==> src/hdl/seti_pkg.sv <==
// Shared types and constants of the sorted event table.
package seti_pkg;
	localparam logic [15:0] NOT_QUANTIZED = 16'hFFFF;
	localparam logic [1:0] ERR_OK = 2'd0;
	localparam logic [1:0] ERR_FULL = 2'd1;
	localparam logic [1:0] ERR_RANGE = 2'd2;
	localparam logic CMD_INSERT = 1'b0;
	localparam logic CMD_READ = 1'b1;

	typedef struct packed {
		logic        command;
		logic        use_quantized;
		logic [15:0] bar;
		logic [15:0] beat;
		logic [15:0] tick;
		logic [15:0] qbar;
		logic [15:0] qbeat;
		logic [15:0] qtick;
		logic [2:0]  instrument;
		logic [7:0]  status;
		logic [6:0]  key;
		logic [9:0]  read_index;
	} in_item_t;

	typedef struct packed {
		logic [1:0]  error;
		logic [9:0]  position;
		logic [10:0] entry_count;
		logic [15:0] out_bar;
		logic [15:0] out_beat;
		logic [15:0] out_tick;
		logic [15:0] out_qbar;
		logic [15:0] out_qbeat;
		logic [15:0] out_qtick;
		logic [2:0]  out_instrument;
		logic [7:0]  out_status;
		logic [6:0]  out_key;
	} out_item_t;

	typedef enum logic [2:0] {
		ST_IDLE, ST_SCAN, ST_SCAN_WAIT, ST_SHIFT, ST_SHIFT_WAIT, ST_WRITE, ST_READ,
		ST_DONE
	} state_t;

	// Controller commands to the datapath.
	typedef struct packed {
		logic load;       // capture the input item
		logic scan_start; // set address to zero
		logic scan_step;  // evaluate entry just read, advance
		logic shift_start;// set address to count
		logic shift_rd;   // read entry addr-1
		logic shift_wr;   // write entry addr, step down
		logic write_new;  // store note at position
		logic read_start; // read entry at read_index
		logic finish;     // build the result
	} cmd_t;

	// Datapath status to the controller.
	typedef struct packed {
		logic is_read;
		logic full;
		logic range_bad;
		logic scan_done;
		logic shift_done;
	} stat_t;
endpackage

==> src/hdl/seti_ctrl.sv <==
// Controller state machine of the sorted event table.
module seti_ctrl (
	input  logic             clk,
	input  logic             arst_n,
	input  logic             in_valid,
	output logic             in_ready,
	output logic             out_valid,
	input  logic             out_ready,
	input  seti_pkg::stat_t  stat,
	output seti_pkg::cmd_t   cmd
);
	seti_pkg::state_t state_q, state_d;

	// State register.
	always_ff @(posedge clk or negedge arst_n) begin
		if (!arst_n) begin
			state_q <= seti_pkg::ST_IDLE;
		end else begin
			state_q <= state_d;
		end
	end

	// Next state and commands.
	always_comb begin
		state_d = state_q;
		cmd = '0;
		in_ready = 1'b0;
		out_valid = 1'b0;
		unique case (state_q)
			seti_pkg::ST_IDLE: begin
				in_ready = 1'b1;
				if (in_valid) begin
					cmd.load = 1'b1;
					state_d = seti_pkg::ST_SCAN;
				end
			end
			seti_pkg::ST_SCAN: begin
				if (stat.is_read) begin
					cmd.read_start = 1'b1;
					state_d = seti_pkg::ST_READ;
				end else if (stat.full) begin
					cmd.finish = 1'b1;
					state_d = seti_pkg::ST_DONE;
				end else begin
					cmd.scan_start = 1'b1;
					state_d = seti_pkg::ST_SCAN_WAIT;
				end
			end
			seti_pkg::ST_SCAN_WAIT: begin
				if (stat.scan_done) begin
					cmd.shift_start = 1'b1;
					state_d = seti_pkg::ST_SHIFT;
				end else begin
					cmd.scan_step = 1'b1;
				end
			end
			seti_pkg::ST_SHIFT: begin
				if (stat.shift_done) begin
					cmd.write_new = 1'b1;
					state_d = seti_pkg::ST_WRITE;
				end else begin
					cmd.shift_rd = 1'b1;
					state_d = seti_pkg::ST_SHIFT_WAIT;
				end
			end
			seti_pkg::ST_SHIFT_WAIT: begin
				cmd.shift_wr = 1'b1;
				state_d = seti_pkg::ST_SHIFT;
			end
			seti_pkg::ST_WRITE: begin
				cmd.finish = 1'b1;
				state_d = seti_pkg::ST_DONE;
			end
			seti_pkg::ST_READ: begin
				cmd.finish = 1'b1;
				state_d = seti_pkg::ST_DONE;
			end
			seti_pkg::ST_DONE: begin
				out_valid = 1'b1;
				if (out_ready) begin
					state_d = seti_pkg::ST_IDLE;
				end
			end
			default: state_d = seti_pkg::ST_IDLE;
		endcase
	end
endmodule

==> config.mk <==
export PLATFORM = sky130hd
export DESIGN_NAME = seti_ctrl
export DESIGN_NICKNAME = d
export VERILOG_FILES = /design/src/hdl/seti_pkg.sv /design/src/hdl/seti_ctrl.sv
export SDC_FILE = /design/constraint.sdc
export NUM_CORES = 1
export LEC_CHECK = 0
export BUFFER_PORTS_ARGS = -buffer_cell sky130_fd_sc_hd__buf_2
export CAP_MARGIN = 0
export CELL_PAD_IN_SITES_DETAIL_PLACEMENT = 0
export CELL_PAD_IN_SITES_GLOBAL_PLACEMENT = 2
export CORE_MARGIN = 2
export CORE_UTILIZATION = 19
export CTS_CLUSTER_DIAMETER = 30
export DETAILED_ROUTE_END_ITERATION = 8
export GPL_TIMING_DRIVEN = 1
export PLACE_DENSITY = 0.85
export SLEW_MARGIN = 10
export SYNTH_ARGS = -nofsm -noshare
export SYNTH_HDL_FRONTEND = slang
export SYNTH_SLANG_ARGS = --single-unit
==> constraint.sdc <==
create_clock -name clk -period 2.35 [get_ports clk]
set_input_delay 0.1175 -clock clk [delete_from_list [all_inputs] [get_ports clk]]
set_output_delay 0.1175 -clock clk [all_outputs]
set_load 0.1 [all_outputs]
== Word level (Yosys, flattened, before mapping) ==
Cells that the tools add are included.

* Flip-flop bits (word level): 3
* Input bits: 9
* Output and inout port bits: 11
* Word-level logic and storage cells: 41

* Eq/ne operators: 10
* Multiplexer cells: 27
* Reductions and logical operators: 3

{| class="wikitable"
|+ Operator list
! kind !! number
|-
| one-hot mux 3 bit (7 select lines) || 1
|-
| 2-to-1 mux 1 bit || 19
|-
| 2-to-1 mux 3 bit || 5
|-
| == test 3 bit, second input constant || 4
|-
| == test 3 x 2 -> 1 bit, second input constant || 2
|-
| != test 2 bit, second input constant || 3
|-
| == test 3 x 1 -> 1 bit, second input constant || 1
|-
| logical NOT 3 bit || 1
|-
| AND reduction 3 bit || 1
|-
| 2-to-1 mux 2 bit || 1
|-
| one-hot mux 1 bit (2 select lines) || 1
|-
| OR reduction 2 bit || 1
|}

== Depth between registers and ports, before layout ==
* Depth after elaboration: 3
* Depth in mapped cells: 4
* Gate-level depth less buffers: 3

== Worst setup path before layout ==
Ideal clock, no wire load.

* Kind: reg2out
* From: reg state_q[1]
* To: out cmd[8] (netlist name)
* Arrival: 3.619 ns
* Required time: 2.233 ns
* Path slack: -1.386 ns
* Stages on the path, launching flop included: 4
* Buffers on the path: 1
* Cells stage by stage: dfrtp_1 buf_2 nor3_1 and2_1

{| class="wikitable"
|+ RTL lines
! item !! line !! text
|-
| from (decl) || seti_ctrl.sv:12 || <nowiki>seti_pkg::state_t state_q, state_d;</nowiki>
|-
| from (signal assigned) || seti_ctrl.sv:17 || <nowiki>state_q <= seti_pkg::ST_IDLE;</nowiki>
|-
| from (signal assigned) || seti_ctrl.sv:19 || <nowiki>state_q <= state_d;</nowiki>
|-
| to (decl) || seti_ctrl.sv:10 || <nowiki>output seti_pkg::cmd_t cmd</nowiki>
|}

==> impl_results.md <==
- Run status: completed
- Setup-failing EPs final: 0
- Final wirelength: 764 microns
- Net count of the finished layout: 67
- Violation count after the first detailed-route iteration: 5
- Area growth from synthesis to layout: 53.54%
- Worst path setup slack after routing: around 510 ps
- DIE WIDTH: 42.58 microns
- Critical path endpoint category: output port
- Post-synthesis net count: 46
- Sinks on the clock net: 3
- Initial cell density of the core: about a fifth
- Number of design rule violations left after detail routing: 0
- Registers with the most flip-flops: state_q: 3 flops
- Synth Area per Inst: roughly 7.6 sq um
- Source-to-sink clock delay at the later pin of the worst-skew pair: around 230 ps
- Max-cap check violation count: 0
- Worst slew pin tran: 538.3 ps
- YS warnings: 0
- Gates resized, CTS repair: 0
- Root Buffer Master: clkbuf_4
- Post-route insts no fill: 72
- Maximum fanout encountered on the critical timing path: 13
- Rel. slew slack: 64.12%
- Total core area: 0.001350 sq mm
- Clock Tree Buf Depth: 2
- HPWL Detailed: approximately 550 microns
- Minimum period implied by the final worst setup slack: roughly 1800 ps
- Global-route wire length before repair: around 1.2 mm
- Vertical extent of the die: around 43 microns
- Pins over their slew limit: 0
- Post-Place Cells: 67
- TritonCTS clock tree: built
- Type of element launching the critical path: flip-flop
- Timing-limited maximum frequency: ~540 MHz
- Area post-placement: approximately 400 sq um
- H-tree depth reported by CTS: 1
- Count of flip-flops with a built-in enable after synthesis: 0
- Routability Congestion: 0.6640
- Largest Register: state_q
- Num CTS Buffers: 3
- Share of synthesized area occupied by flip-flops and latches: between 20% and 30%
- Largest net degree at the start of global routing: 18
- Synthesized area: ~280 sq um
- Number of antenna violations at the first check in global routing: 0
- DR WL/cell: around 11 microns
- Input/output buffers: 18
- Number of fill cells in the layout: approximately 160
- Total inserted antenna cells: 0
- Setup TNS: 0 ps
- Commonest cells after routing, fill and taps aside: buf_2 (18), nor2_1 (6)
- Aggregate global routing overflow: 0
- Count of different cell masters after synthesis: 23
- Number of rows in the core area: 13
- Number of cells produced by synthesis: 37
- Flip-flop cell with the highest count after synthesis: dfrtp_1
- Count of nets left with antenna violations after detail routing: 0
- Routed via count: 325
- Met3 Use GR: 6.897%
- Area of all placed cells without fillers: approximately 430 sq um
- Final period utilization: around four fifths
- Met2 Use GR: 10.46%
- Worst clock skew: about 3.3 ps
- Count of TritonRoute iterations in the first routing pass: 4
- Fraction of layout instances using a drive strength above 1: about half
- Setup WS pre-CTS: around 740 ps
- Worst endpoint required time: 2230 ps
- Total Routing Usage GR: around 9.8%
- Min-Delay Path Class: input pin to flip-flop
- Register-to-register setup slack: roughly 740 ps
- RSZ-0062 raised after global routing: false
- Flops & latches, synth: 3
- Data arrival at the endpoint of the critical path: around 1700 ps
- Flip-flop count of the largest register after layout: 3
- Die Footprint: approximately 0.0018 sq mm
- Number of global-route vias before repair: between 200 and 300
- CTS clock-pin slew for the worst setup and hold paths: 40 ps
- Most Used Layer, Global Route: met1
- Number of hold violations in the final report: 0
- Top-Level Pins: 20
- Most frequent standard cell in the layout excluding fill and tap cells: buf_2
- Ys async rst share: between 90% and 100%
- Worst setup path category: flip-flop to output port
- Global-route track usage on met1: 12.66%
- Number of vias per cell after detailed routing: about 4.5
-- Yosys cell counts (all sizes together), types with 2 or more instances --
master / instances / area, sq um
nor2: 6 / 22.52
dfrtp: 3 / 75.07
nand2b: 3 / 18.77
a21oi: 2 / 10.01
nand2: 2 / 7.510
and3: 3 / 25.03
nor3: 3 / 15.01
buf: 2 / 10.01
-- area by class of cell --
| cell class | instances | area (sq um) | area share (%) |
|---|---|---|---|
| Multi-Input combinational cell | 30 | 210.2 | 48.42 |
| Inverter | 1 | 3.754 | 0.8646 |
| Clock buffer | 4 | 26.28 | 6.052 |
| Sequential cell | 3 | 75.07 | 17.29 |
| Tap cell | 15 | 18.77 | 4.323 |
| Timing Repair Buffer | 19 | 100.1 | 23.05 |
-- repair_timing --
| action | 4_1_cts | 5_1_grt |
|---|---|---|
| endpoints found under the hold margin | 3 | 0 |
| hold buffers | 1 | 0 |
| setup buffers | 0 | 0 |
-- worst max-delay path, stage by stage, from the launching register on --
cell,delay (ps)
dfrtp_1,590
nor2b_2,270
and3_4,200
buf_2,420
-- metrics by stage --
step / hold WS [ps] / utilization [%]
after floorplan: -178.1 / -
after detailed placement: -83.52 / 29.47
after global placement: -87.93 / 29.47
after CTS: 91.86 / 32.16
final: 111.9 / 32.16
after global routing: 101.6 / 32.16
-- path summary, 6_finish.rpt --
check	from	endpoint	depth (start not counted)
max	state_q[1]$_DFFE_PN0P_	cmd[2]	3
min	out_ready	state_q[2]$_DFFE_PN0P_	2
max reg2reg	state_q[1]$_DFFE_PN0P_	state_q[0]$_DFFE_PN0P_	3
min reg2reg	state_q[2]$_DFFE_PN0P_	state_q[1]$_DFFE_PN0P_	2
max in group asynchronous	arst_n	state_q[1]$_DFFE_PN0P_	2
min in group asynchronous	arst_n	state_q[0]$_DFFE_PN0P_	2
-- layer usage --
layer / share of wire (%) / up-vias
li1: - / 175
met1: 50 / 138
met5: 0 / -
met4: 0 / 0
met3: 8.1 / 0
met2: 42 / 12
-- kinds of logic (layout without fill, tap and decap cells) --
logic type / Yosys count / after routing / synth area share (%)
AND/OR/NAND/NOR: 22 / 22 / 45.58
AO/OA/AOI/OAI: 6 / 6 / 15.05
buffers and inverters: 4 / 24 / 6.192
flip-flops: 3 / 3 / 26.55
XOR/XNOR: 1 / 1 / 3.098
multiplexers: 1 / 1 / 3.540
Power is not shown: default switching activity piles up to over one toggle a cycle in this logic, so the estimate is an artifact.
